`src/hw/rtl/sfr_pkg.sv`:
```
// ----------------------------------------------------------------------------
// sfr_pkg
// Shared types, constants and helpers of the stream find-and-replace block.
// ----------------------------------------------------------------------------
package sfr_pkg;

    localparam int SFR_MAX_PATTERN_DEF     = 8;
    localparam int SFR_MAX_REPLACEMENT_DEF = 8;

    // Register indexes, taken from paddr[4:3].
    localparam logic [1:0] REG_PATTERN_LENGTH     = 2'd0;
    localparam logic [1:0] REG_PATTERN_BYTES      = 2'd1;
    localparam logic [1:0] REG_REPLACEMENT_LENGTH = 2'd2;
    localparam logic [1:0] REG_REPLACEMENT_BYTES  = 2'd3;

    typedef enum logic [1:0] {
        MODE_IDLE,
        MODE_REPL,
        MODE_FLUSH,
        MODE_TERM
    } mode_t;

    // Raw register contents handed from the register file to the datapath.
    typedef struct packed {
        logic [3:0]  pattern_length;
        logic [63:0] pattern_bytes;
        logic [3:0]  replacement_length;
        logic [63:0] replacement_bytes;
        logic        pattern_write;
    } cfg_t;

    typedef struct packed {
        logic load;
        logic shift;
    } cell_ctrl_t;

    // Byte i of a 64-bit word, zero beyond the eighth byte.
    function automatic logic [7:0] byte_at(input logic [63:0] v, input logic [5:0] i);
        logic [7:0] b;
        b = 8'h00;
        if (i < 6'd8) begin
            b = v[8*i[2:0] +: 8];
        end
        return b;
    endfunction

endpackage

```
`src/hw/rtl/sfr_in_if.sv`:
```
// ----------------------------------------------------------------------------
// sfr_in_if
// Input byte channel: valid/ready handshake with one text byte per transaction.
// ----------------------------------------------------------------------------
interface sfr_in_if;

    logic       valid;
    logic       ready;
    logic [7:0] data_byte;
    logic       end_of_stream;

    modport source (
        output valid,
        output data_byte,
        output end_of_stream,
        input  ready
    );

    modport sink (
        input  valid,
        input  data_byte,
        input  end_of_stream,
        output ready
    );

endinterface

```
`src/hw/rtl/sfr_out_if.sv`:
```
// ----------------------------------------------------------------------------
// sfr_out_if
// Output byte channel: valid/ready handshake with one edited byte per
// transaction.
// ----------------------------------------------------------------------------
interface sfr_out_if;

    logic       valid;
    logic       ready;
    logic [7:0] out_byte;
    logic       has_byte;
    logic       last;

    modport source (
        output valid,
        output out_byte,
        output has_byte,
        output last,
        input  ready
    );

    modport sink (
        input  valid,
        input  out_byte,
        input  has_byte,
        input  last,
        output ready
    );

endinterface

```
`src/hw/rtl/sfr_cell.sv`:
```
// ----------------------------------------------------------------------------
// sfr_cell
// One window cell: holds a byte, compares it with its pattern byte and takes
// its neighbor's byte when the window shifts toward the front.
// ----------------------------------------------------------------------------
module sfr_cell
    import sfr_pkg::*;
(
    input  logic       clk,
    input  cell_ctrl_t ctrl,
    input  logic [7:0] in_byte,
    input  logic [7:0] pat_byte,
    input  logic [7:0] next_byte,
    output logic [7:0] v_byte,
    output logic       match_s,
    output logic       match_v
);

    logic [7:0] byte_reg;
    logic [7:0] byte_next;

    // The cell's view of the window including a byte written this cycle.
    assign v_byte  = ctrl.load ? in_byte : byte_reg;
    assign match_s = (byte_reg == pat_byte);
    assign match_v = (v_byte == pat_byte);

    assign byte_next = ctrl.shift ? next_byte : v_byte;

    always_ff @(posedge clk)
    begin
        byte_reg <= byte_next;
    end

endmodule

```
`src/hw/rtl/sfr_cfg.sv`:
```
// ----------------------------------------------------------------------------
// sfr_cfg
// APB register file holding pattern and replacement settings.
// ----------------------------------------------------------------------------
module sfr_cfg
    import sfr_pkg::*;
(
    input  logic        clk,
    input  logic        rst_n,
    input  logic        psel,
    input  logic        penable,
    input  logic        pwrite,
    input  logic [4:0]  paddr,
    input  logic [63:0] pwdata,
    output logic [63:0] prdata,
    output logic        pready,
    output cfg_t        cfg
);

    logic [3:0]  pat_len_reg;
    logic [63:0] pat_bytes_reg;
    logic [3:0]  repl_len_reg;
    logic [63:0] repl_bytes_reg;
    logic        wr_en;
    logic [1:0]  reg_idx;

    assign pready  = 1'b1;
    assign wr_en   = psel && penable && pwrite;
    assign reg_idx = paddr[4:3];

    always_ff @(posedge clk or negedge rst_n)
    begin
        if (!rst_n)
        begin
            pat_len_reg    <= 4'd1;
            pat_bytes_reg  <= '0;
            repl_len_reg   <= 4'd0;
            repl_bytes_reg <= '0;
        end
        else if (wr_en)
        begin
            unique case (reg_idx)
                REG_PATTERN_LENGTH:     pat_len_reg    <= pwdata[3:0];
                REG_PATTERN_BYTES:      pat_bytes_reg  <= pwdata;
                REG_REPLACEMENT_LENGTH: repl_len_reg   <= pwdata[3:0];
                REG_REPLACEMENT_BYTES:  repl_bytes_reg <= pwdata;
                default:                pat_len_reg    <= pat_len_reg;
            endcase
        end
    end

    always_comb
    begin
        unique case (reg_idx)
            REG_PATTERN_LENGTH:     prdata = {60'd0, pat_len_reg};
            REG_PATTERN_BYTES:      prdata = pat_bytes_reg;
            REG_REPLACEMENT_LENGTH: prdata = {60'd0, repl_len_reg};
            REG_REPLACEMENT_BYTES:  prdata = repl_bytes_reg;
            default:                prdata = '0;
        endcase
    end

    assign cfg.pattern_length     = pat_len_reg;
    assign cfg.pattern_bytes      = pat_bytes_reg;
    assign cfg.replacement_length = repl_len_reg;
    assign cfg.replacement_bytes  = repl_bytes_reg;
    assign cfg.pattern_write      = wr_en && ((reg_idx == REG_PATTERN_LENGTH) ||
                                              (reg_idx == REG_PATTERN_BYTES));

endmodule

```
`src/hw/rtl/stream_find_replace.sv`:
```
// ----------------------------------------------------------------------------
// stream_find_replace
// Streaming find-and-replace over a byte stream with a chain of window cells.
// ----------------------------------------------------------------------------
// Bytes enter one per transaction and leave through a registered output stage.
// A byte that passes straight through, or that extends a partial match, does
// not stall the input, so plain text streams at one byte per cycle while the
// receiver keeps ready high. Output is limited to one byte per cycle by the
// output register: a completed match stalls the input while the replacement
// bytes after the first are sent (not at all when the replacement has one
// byte or is empty), a partial match that fails stalls the input while held
// bytes drain from the front of the cell chain, and end of stream drains the
// remaining held bytes one per cycle while the receiver is ready.
// When a match with an empty replacement ends the stream, a single
// terminator transaction with has_byte low and last high closes it. Pattern
// and replacement are to be set through the APB port while the stream is
// idle, which the block itself does not enforce; writing either pattern
// register discards held bytes. No clearing pass is needed after reset.
module stream_find_replace
    import sfr_pkg::*;
#(
    parameter int MAX_PATTERN     = SFR_MAX_PATTERN_DEF,
    parameter int MAX_REPLACEMENT = SFR_MAX_REPLACEMENT_DEF
)
(
    input  logic        clk,
    input  logic        rst_n,
    sfr_in_if.sink      in_ch,
    sfr_out_if.source   out_ch,
    input  logic        psel,
    input  logic        penable,
    input  logic        pwrite,
    input  logic [4:0]  paddr,
    input  logic [63:0] pwdata,
    output logic [63:0] prdata,
    output logic        pready
);

    localparam int FW   = $clog2(MAX_PATTERN + 1);
    localparam int RW   = $clog2(MAX_REPLACEMENT + 1);
    localparam int PCAP = (MAX_PATTERN < 8) ? MAX_PATTERN : 8;
    localparam int RCAP = (MAX_REPLACEMENT < 8) ? MAX_REPLACEMENT : 8;

    cfg_t cfg;

    sfr_cfg u_cfg (
        .clk     (clk),
        .rst_n   (rst_n),
        .psel    (psel),
        .penable (penable),
        .pwrite  (pwrite),
        .paddr   (paddr),
        .pwdata  (pwdata),
        .prdata  (prdata),
        .pready  (pready),
        .cfg     (cfg)
    );

    mode_t         mode_reg, mode_next;
    logic [FW-1:0] fill_reg, fill_next;
    logic [RW-1:0] ridx_reg, ridx_next;
    logic          reos_reg, reos_next;

    logic          out_valid_reg;
    logic [7:0]    out_byte_reg;
    logic          out_has_reg;
    logic          out_last_reg;

    logic [FW-1:0] p_len;
    logic [RW-1:0] r_len;
    logic [RW-1:0] ridx_inc;
    logic [FW-1:0] v_len;

    logic          acc;
    logic          ready;
    logic          eos_in;
    logic          emit_ok;
    logic          emit;
    logic [7:0]    emit_byte;
    logic          emit_has;
    logic          emit_last;
    logic          shift;

    logic [MAX_PATTERN-1:0] match_s;
    logic [MAX_PATTERN-1:0] match_v;
    logic [MAX_PATTERN-1:0] mask_s;
    logic [MAX_PATTERN-1:0] mask_v;
    logic                   prefix_s;
    logic                   prefix_v;
    logic [7:0]             v_bytes [MAX_PATTERN];

    // Effective lengths: pattern at least one byte, both capped.
    always_comb
    begin
        if (cfg.pattern_length == 4'd0)
        begin
            p_len = FW'(1);
        end
        else if (cfg.pattern_length > 4'(PCAP))
        begin
            p_len = FW'(PCAP);
        end
        else
        begin
            p_len = FW'(cfg.pattern_length);
        end

        if (cfg.replacement_length > 4'(RCAP))
        begin
            r_len = RW'(RCAP);
        end
        else
        begin
            r_len = RW'(cfg.replacement_length);
        end
    end

    assign acc     = in_ch.valid && ready;
    assign eos_in  = in_ch.end_of_stream;
    assign emit_ok = !out_valid_reg || out_ch.ready;
    assign v_len   = fill_reg + FW'(acc);
    assign ridx_inc = ridx_reg + RW'(1);

    // Cell chain: cell 0 is the front of the window.
    for (genvar i = 0; i < MAX_PATTERN; i++)
    begin : g_cell
        cell_ctrl_t  ctrl;
        logic [7:0]  next_byte;

        assign ctrl.load  = acc && (fill_reg == FW'(i));
        assign ctrl.shift = shift;

        if (i == MAX_PATTERN - 1)
        begin : g_tail
            assign next_byte = 8'h00;
        end
        else
        begin : g_mid
            assign next_byte = v_bytes[i+1];
        end

        sfr_cell u_cell (
            .clk       (clk),
            .ctrl      (ctrl),
            .in_byte   (in_ch.data_byte),
            .pat_byte  (byte_at(cfg.pattern_bytes, 6'(i))),
            .next_byte (next_byte),
            .v_byte    (v_bytes[i]),
            .match_s   (match_s[i]),
            .match_v   (match_v[i])
        );
    end

    always_comb
    begin
        for (int i = 0; i < MAX_PATTERN; i++)
        begin
            mask_s[i] = (FW'(i) < fill_reg);
            mask_v[i] = (FW'(i) < v_len);
        end
    end

    assign prefix_s = &(match_s | ~mask_s);
    assign prefix_v = &(match_v | ~mask_v);

    // New bytes are taken only when the held bytes are a proper prefix.
    assign ready       = (mode_reg == MODE_IDLE) && (fill_reg < p_len) && prefix_s;
    assign in_ch.ready = ready;

    always_ff @(posedge clk or negedge rst_n)
    begin
        if (!rst_n)
        begin
            mode_reg <= MODE_IDLE;
            fill_reg <= '0;
            ridx_reg <= '0;
            reos_reg <= 1'b0;
        end
        else
        begin
            mode_reg <= mode_next;
            fill_reg <= fill_next;
            ridx_reg <= ridx_next;
            reos_reg <= reos_next;
        end
    end

    always_comb
    begin
        mode_next = mode_reg;
        fill_next = fill_reg;
        ridx_next = ridx_reg;
        reos_next = reos_reg;
        shift     = 1'b0;
        emit      = 1'b0;
        emit_byte = 8'h00;
        emit_has  = 1'b1;
        emit_last = 1'b0;

        unique case (mode_reg)
            MODE_IDLE:
            begin
                fill_next = v_len;
                if (v_len != '0)
                begin
                    if ((v_len == p_len) && prefix_v)
                    begin
                        // Full match: the window is consumed at once.
                        fill_next = '0;
                        reos_next = eos_in;
                        if (r_len != '0)
                        begin
                            if (emit_ok)
                            begin
                                emit      = 1'b1;
                                emit_byte = byte_at(cfg.replacement_bytes, 6'd0);
                                emit_last = eos_in && (r_len == RW'(1));
                                if (r_len != RW'(1))
                                begin
                                    mode_next = MODE_REPL;
                                    ridx_next = RW'(1);
                                end
                            end
                            else
                            begin
                                mode_next = MODE_REPL;
                                ridx_next = '0;
                            end
                        end
                        else if (eos_in)
                        begin
                            if (emit_ok)
                            begin
                                emit      = 1'b1;
                                emit_has  = 1'b0;
                                emit_last = 1'b1;
                            end
                            else
                            begin
                                mode_next = MODE_TERM;
                            end
                        end
                    end
                    else if (acc && eos_in)
                    begin
                        // Without a match, end of stream drains every held byte.
                        mode_next = MODE_FLUSH;
                        if (emit_ok)
                        begin
                            emit      = 1'b1;
                            emit_byte = v_bytes[0];
                            emit_last = (v_len == FW'(1));
                            shift     = 1'b1;
                            fill_next = v_len - FW'(1);
                            if (v_len == FW'(1))
                            begin
                                mode_next = MODE_IDLE;
                            end
                        end
                    end
                    else if (!prefix_v && emit_ok)
                    begin
                        emit      = 1'b1;
                        emit_byte = v_bytes[0];
                        shift     = 1'b1;
                        fill_next = v_len - FW'(1);
                    end
                end
            end

            MODE_REPL:
            begin
                if (emit_ok)
                begin
                    emit      = 1'b1;
                    emit_byte = byte_at(cfg.replacement_bytes, 6'(ridx_reg));
                    emit_last = reos_reg && (ridx_inc == r_len);
                    ridx_next = ridx_inc;
                    if (ridx_inc == r_len)
                    begin
                        mode_next = MODE_IDLE;
                    end
                end
            end

            MODE_FLUSH:
            begin
                if (emit_ok)
                begin
                    emit      = 1'b1;
                    emit_byte = v_bytes[0];
                    emit_last = (fill_reg == FW'(1));
                    shift     = 1'b1;
                    fill_next = fill_reg - FW'(1);
                    if (fill_reg == FW'(1))
                    begin
                        mode_next = MODE_IDLE;
                    end
                end
            end

            MODE_TERM:
            begin
                if (emit_ok)
                begin
                    emit      = 1'b1;
                    emit_has  = 1'b0;
                    emit_last = 1'b1;
                    mode_next = MODE_IDLE;
                end
            end

            default:
            begin
                mode_next = MODE_IDLE;
            end
        endcase

        // A new pattern discards whatever is held.
        if (cfg.pattern_write)
        begin
            fill_next = '0;
            mode_next = MODE_IDLE;
        end
    end

    // Output register.
    always_ff @(posedge clk or negedge rst_n)
    begin
        if (!rst_n)
        begin
            out_valid_reg <= 1'b0;
        end
        else if (emit)
        begin
            out_valid_reg <= 1'b1;
        end
        else if (out_ch.ready)
        begin
            out_valid_reg <= 1'b0;
        end
    end

    always_ff @(posedge clk)
    begin
        if (emit)
        begin
            out_byte_reg <= emit_byte;
            out_has_reg  <= emit_has;
            out_last_reg <= emit_last;
        end
    end

    assign out_ch.valid    = out_valid_reg;
    assign out_ch.out_byte = out_byte_reg;
    assign out_ch.has_byte = out_has_reg;
    assign out_ch.last     = out_last_reg;

`ifndef SYNTHESIS
    // Draining always has at least one held byte left to send.
    a_flush_nonempty: assert property (@(posedge clk) disable iff (!rst_n)
        (mode_reg == MODE_FLUSH) |-> (fill_reg != '0))
        else $error("flush mode with an empty window");

    // The final transaction of a stream leaves the window empty and the sequencer idle.
    a_last_idle: assert property (@(posedge clk) disable iff (!rst_n)
        (emit && emit_last) |=> ((mode_reg == MODE_IDLE) && (fill_reg == '0)))
        else $error("sequencer busy after the last transaction");

    // A transaction without a byte is only ever the stream terminator.
    a_term_last: assert property (@(posedge clk) disable iff (!rst_n)
        (out_valid_reg && !out_has_reg) |-> out_last_reg)
        else $error("empty transaction not marked last");
`endif

endmodule

```
`src/flat_wrapper.sv`:
```
// flat-port wrapper written by rule: the top's interface ports become plain ports
module stream_find_replace_flat import sfr_pkg::*;
#(
    parameter int MAX_PATTERN     = SFR_MAX_PATTERN_DEF,
    parameter int MAX_REPLACEMENT = SFR_MAX_REPLACEMENT_DEF
)
  (clk, rst_n, psel, penable, pwrite, paddr, pwdata, prdata, pready, in_ch_valid, in_ch_data_byte, in_ch_end_of_stream, in_ch_ready, out_ch_valid, out_ch_out_byte, out_ch_has_byte, out_ch_last, out_ch_ready);
  sfr_in_if in_ch_i ();
  sfr_out_if out_ch_i ();
  input  logic clk;
  input  logic rst_n;
  input  logic psel;
  input  logic penable;
  input  logic pwrite;
  input  logic [4:0] paddr;
  input  logic [63:0] pwdata;
  output logic [63:0] prdata;
  output logic pready;
  input wire logic [$bits(in_ch_i.valid)-1:0] in_ch_valid;
  input wire logic [$bits(in_ch_i.data_byte)-1:0] in_ch_data_byte;
  input wire logic [$bits(in_ch_i.end_of_stream)-1:0] in_ch_end_of_stream;
  output wire logic [$bits(in_ch_i.ready)-1:0] in_ch_ready;
  output wire logic [$bits(out_ch_i.valid)-1:0] out_ch_valid;
  output wire logic [$bits(out_ch_i.out_byte)-1:0] out_ch_out_byte;
  output wire logic [$bits(out_ch_i.has_byte)-1:0] out_ch_has_byte;
  output wire logic [$bits(out_ch_i.last)-1:0] out_ch_last;
  input wire logic [$bits(out_ch_i.ready)-1:0] out_ch_ready;
  assign in_ch_i.valid = in_ch_valid;
  assign in_ch_i.data_byte = in_ch_data_byte;
  assign in_ch_i.end_of_stream = in_ch_end_of_stream;
  assign in_ch_ready = in_ch_i.ready;
  assign out_ch_valid = out_ch_i.valid;
  assign out_ch_out_byte = out_ch_i.out_byte;
  assign out_ch_has_byte = out_ch_i.has_byte;
  assign out_ch_last = out_ch_i.last;
  assign out_ch_i.ready = out_ch_ready;
  stream_find_replace #(.MAX_PATTERN(MAX_PATTERN), .MAX_REPLACEMENT(MAX_REPLACEMENT)) u_core (.clk(clk), .rst_n(rst_n), .in_ch(in_ch_i), .out_ch(out_ch_i), .psel(psel), .penable(penable), .pwrite(pwrite), .paddr(paddr), .pwdata(pwdata), .prdata(prdata), .pready(pready));
endmodule
```
`config.mk`:
```
export PLATFORM = sky130hd
export DESIGN_NAME = stream_find_replace_flat
export DESIGN_NICKNAME = d
export VERILOG_FILES = /design/src/hw/rtl/sfr_pkg.sv /design/src/hw/rtl/sfr_in_if.sv /design/src/hw/rtl/sfr_out_if.sv /design/src/hw/rtl/sfr_cell.sv /design/src/hw/rtl/sfr_cfg.sv /design/src/hw/rtl/stream_find_replace.sv /design/src/flat_wrapper.sv
export SDC_FILE = /design/constraint.sdc
export NUM_CORES = 1
export LEC_CHECK = 0
export CAP_MARGIN = 15
export CORE_UTILIZATION = 35
export CTS_BUF_LIST = sky130_fd_sc_hd__clkbuf_16
export DETAILED_ROUTE_END_ITERATION = 8
export DONT_BUFFER_PORTS = 1
export PLACE_DENSITY = 0.61
export SLEW_MARGIN = 20
export SYNTH_ARGS = -nofsm -noshare
export SYNTH_HDL_FRONTEND = slang
export SYNTH_HIERARCHICAL = 1
export SYNTH_SLANG_ARGS = --single-unit
```
`constraint.sdc`:
```
create_clock -name clk -period 6.1 [get_ports clk]
set_input_delay 0.305 -clock clk [delete_from_list [all_inputs] [get_ports clk]]
set_output_delay 0.305 -clock clk [all_outputs]
set_load 0.01 [all_outputs]
```
==> impl_results.md <==
- Max incr delay on CP: 0.48 ns
- Top FF cell, synth: dfrtp_1
- CTS tree: built
- Vias: 8988
- Cell Chain, Critical Path: xnor2_1 -> nand4_1 -> nor2_1 -> nand3b_1 -> o2111ai_1 -> a2111o_1 -> nor3_1 -> buf_4 -> nand2_1 -> nor2_1 -> buf_4 -> mux2_4 -> xnor2_1 -> nand4_1 -> nor2_1 -> o22a_1 -> o221a_2 -> o2111a_1 -> and3_4 -> o41a_1 -> nor2_4 -> buf_4 -> mux2_2
- Area grow syn2layout: 13.3%
- Final WL: 38.4 mm
- Worst setup startpoint: u_core/u_cfg/pat_bytes_reg[42]
- Synthesized area per cell: 12.2 µm²
- Hold Crit Depth: 2
- Class of the worst hold path: input pin to register
- Largest net degree at the start of global routing: 149
- Clock share of power: 20.6%
- Most frequent cell after synthesis: mux2_2
- Kind of critical path: register to register
- Clk slew on worst S/H paths: 0.07 ns
- R2R Path Start: u_core/u_cfg/pat_bytes_reg[42]
- Seq/Total Area, Yosys: 38.6%
- Initial antenna violation count: 1
- Post-synthesis cell count: 1121
- Maximum fanout along the worst path: 13
- Sink Count: 222
- Num rows: 72
- # Post-CTS Setup Buffers: 0
- Total Die Area: 39900 µm²
- Clk_lat worst skew: 0.53 ns
- Synth area leaders: dfrtp_1 27%, mux2_2 15%, dfxtp_1 9.4%, mux2_4 8.4%, xnor2_1 8.0%
- Maxcap violations: 0
- Pint: 4.49 mW
- Flops & latches, synth: 222
- Die extent in y: 200 µm
- Minimum clock period: 5.76 ns
- Hold path startpoint: paddr[4]
- Worst r2r dst: u_core/g_cell[2].u_cell/byte_reg[0]
- Cts hold-fix bufs: 67
- Endpoint kind of the worst setup timing path: register
- Final core occ: 40.2%
- Fmax: 174 MHz
- GP Congestion: 0.871
- WP buf/inv: 3
- Clock Path Buffers: 3
- Final Max Slew Viols: 0
- Vias/cell: 5.23
- H-tree depth: 1
- Clock Skews: 0.0138 ns
- Final setup violation count: 0
- Setup TNS: 0 ns
- TritonCTS Buffers: 25
- WL per Instance: 22.3 µm
- Run status: completed
- Final hold vios: 0
- Max rail drop VDD: 0.000255 V
- PD cells: 446 nW/µm²
- DR iter-0 viols: 464
- Hold-critical path endpoint: u_core/u_cfg/pat_bytes_reg[1]
- Reg power frac: 36.7%
- Critical Path RT: 6.51 ns
- Synth unique cells: 78
- Cell taking the most area after synthesis: dfrtp_1
- Period utilization: 94.4%
- Dpl hpwl: 28.7 mm
- Worst slew pin tran: 1.09 ns
- Top Ports: 162
- Reg2reg setup slack: 0.34 ns
- Post-synth ARST share: 66.7%
- RSZ-0062 raised after global routing: false
- IO buf count: 0
- Share of the synthesized area in the top cell type: 26.8%
- Starting Density: 35.5%
- Critical path's top delay family: simple AND/OR/NAND/NOR gates
- Worst Reg2Reg Path Length in Cells: 23
- Max-slew headroom: 27.4%
- Cts repair resizes: 0
- NetSw: 2.43 mW
- Number of global-route vias before repair: 9195
- Core area: 38600 µm²
- Layout cells sized above 1: 30.0%
- Slowest cell on crit path: o41a_1
- ANT nets after route: 0
- Clock root buffer: clkbuf_16
- NumNets Final: 1286
- Post-synth EDFFs: 10
- Gate power share: 42.7%
- First-pass GRT wire length: 57.9 mm
- Post-synth top cells: 188 x mux2_2, 147 x dfrtp_1, 125 x xnor2_1
- DR DRC count: 0
- Leak Pwr: 6.25 nW
- Startpoint class of the critical path: register
- Drt first pass iters: 7
- Critical path data arrival time: 6.17 ns
- Yosys warning count: 6
- Cell Area, Synth: 13700 µm²
- Total GRT Usage: 19.2%
- Fillers: 3703
- Net Sw Frac: 35.1%
- Grt ovf: 0
- Die X: 200 µm
==> kinds of logic after synthesis <==
| group | share of synthesized area (%) |
|---|---|
| multiplexers | 32.5 |
| adder cells (fa/ha/maj) | 1.83 |
| other | 0.0548 |
| AND/OR/NAND/NOR | 9.20 |
| flip-flops | 38.6 |
| AO/OA/AOI/OAI | 4.34 |
| XOR/XNOR | 9.42 |
| buffers and inverters | 4.12 |
==> layer usage <==
layer	up-vias	routed length [µm]	share of wire, %	global-route usage [%]
li1	4167	-	-	-
met1	4514	17300	45	26.5
met2	250	17800	46	30.7
met3	57	2160	5.6	3.55
met4	0	1080	2.8	5.60
met5	-	0	0	0
==> cell type report <==
class / instances / area (µm²) / area share, %
Antenna cell: 1 / 2.50 / 0.0161
Clock buffer: 25 / 626 / 4.03
Clock inverter: 21 / 145 / 0.935
Inverter: 19 / 71.3 / 0.459
Multi-Input combinational cell: 825 / 7890 / 50.8
Sequential cell: 222 / 5290 / 34.0
Tap cell: 518 / 648 / 4.17
Timing Repair Buffer: 88 / 858 / 5.53
==> cell usage in the layout, fill, tap and decap left out, drive strengths merged, types with 10 or more instances in the layout <==
master	Yosys	layout
a21oi	13	13
and3	11	11
buf	39	22
clkbuf	23	25
dfrtp	147	147
dfxtp	64	64
dlygate4sd3	0	66
edfxtp	10	10
ha	20	20
inv	19	28
mux2	267	267
mux2i	70	70
mux4	20	20
nand2	25	25
nand3	12	12
nand4	36	36
nor2	39	39
nor2b	63	63
nor3	16	16
o2bb2ai	10	10
xnor2	134	134
==> power groups by stage <==
stage	clock (mW)	sequential, mW	combinational (mW)
floorplan	0	2.37	2.36
global placement	0	2.55	2.83
detailed placement	0	2.57	2.87
CTS	1.46	2.54	2.95
global route	1.53	2.60	3.22
finish	1.43	2.54	2.95
==> stage by stage <==
stage	instance area [µm²]	instances	hold slack [ns]	power (mW)	setup slack [ns]
2_1_floorplan	13700	1128	0.00941	4.73	0.900
3_3_place_gp	14100	1605	0.0161	5.37	0.430
3_5_place_dp	14100	1605	0.0168	5.44	0.405
4_1_cts	15500	1718	0.0354	6.96	0.366
5_1_grt	15500	1718	0.0406	7.35	0.0311
6_report	15500	1719	0.0522	6.92	0.344
==> worst reg2reg max path: cells and delay by family, from the launching register on <==
family	cells	cell delay [ns]
mux	2	0.68
xor+xnor	2	0.38
simple gates	10	1.74
flops	1	0.44
compound gates	6	1.70
buf+inv	3	0.68
==> worst max path at each step <==
stage                                          endpoint  slack [ns]  cells after the start
floorplan           u_core/g_cell[0].u_cell/byte_reg[0]        0.90                     20
global placement    u_core/g_cell[3].u_cell/byte_reg[7]        0.43                     22
detailed placement  u_core/g_cell[2].u_cell/byte_reg[4]        0.41                     23
CTS                 u_core/g_cell[2].u_cell/byte_reg[4]        0.37                     23
global route        u_core/g_cell[1].u_cell/byte_reg[1]        0.03                     23
finish              u_core/g_cell[2].u_cell/byte_reg[0]        0.34                     23
(Power assumes the default switching activity.)
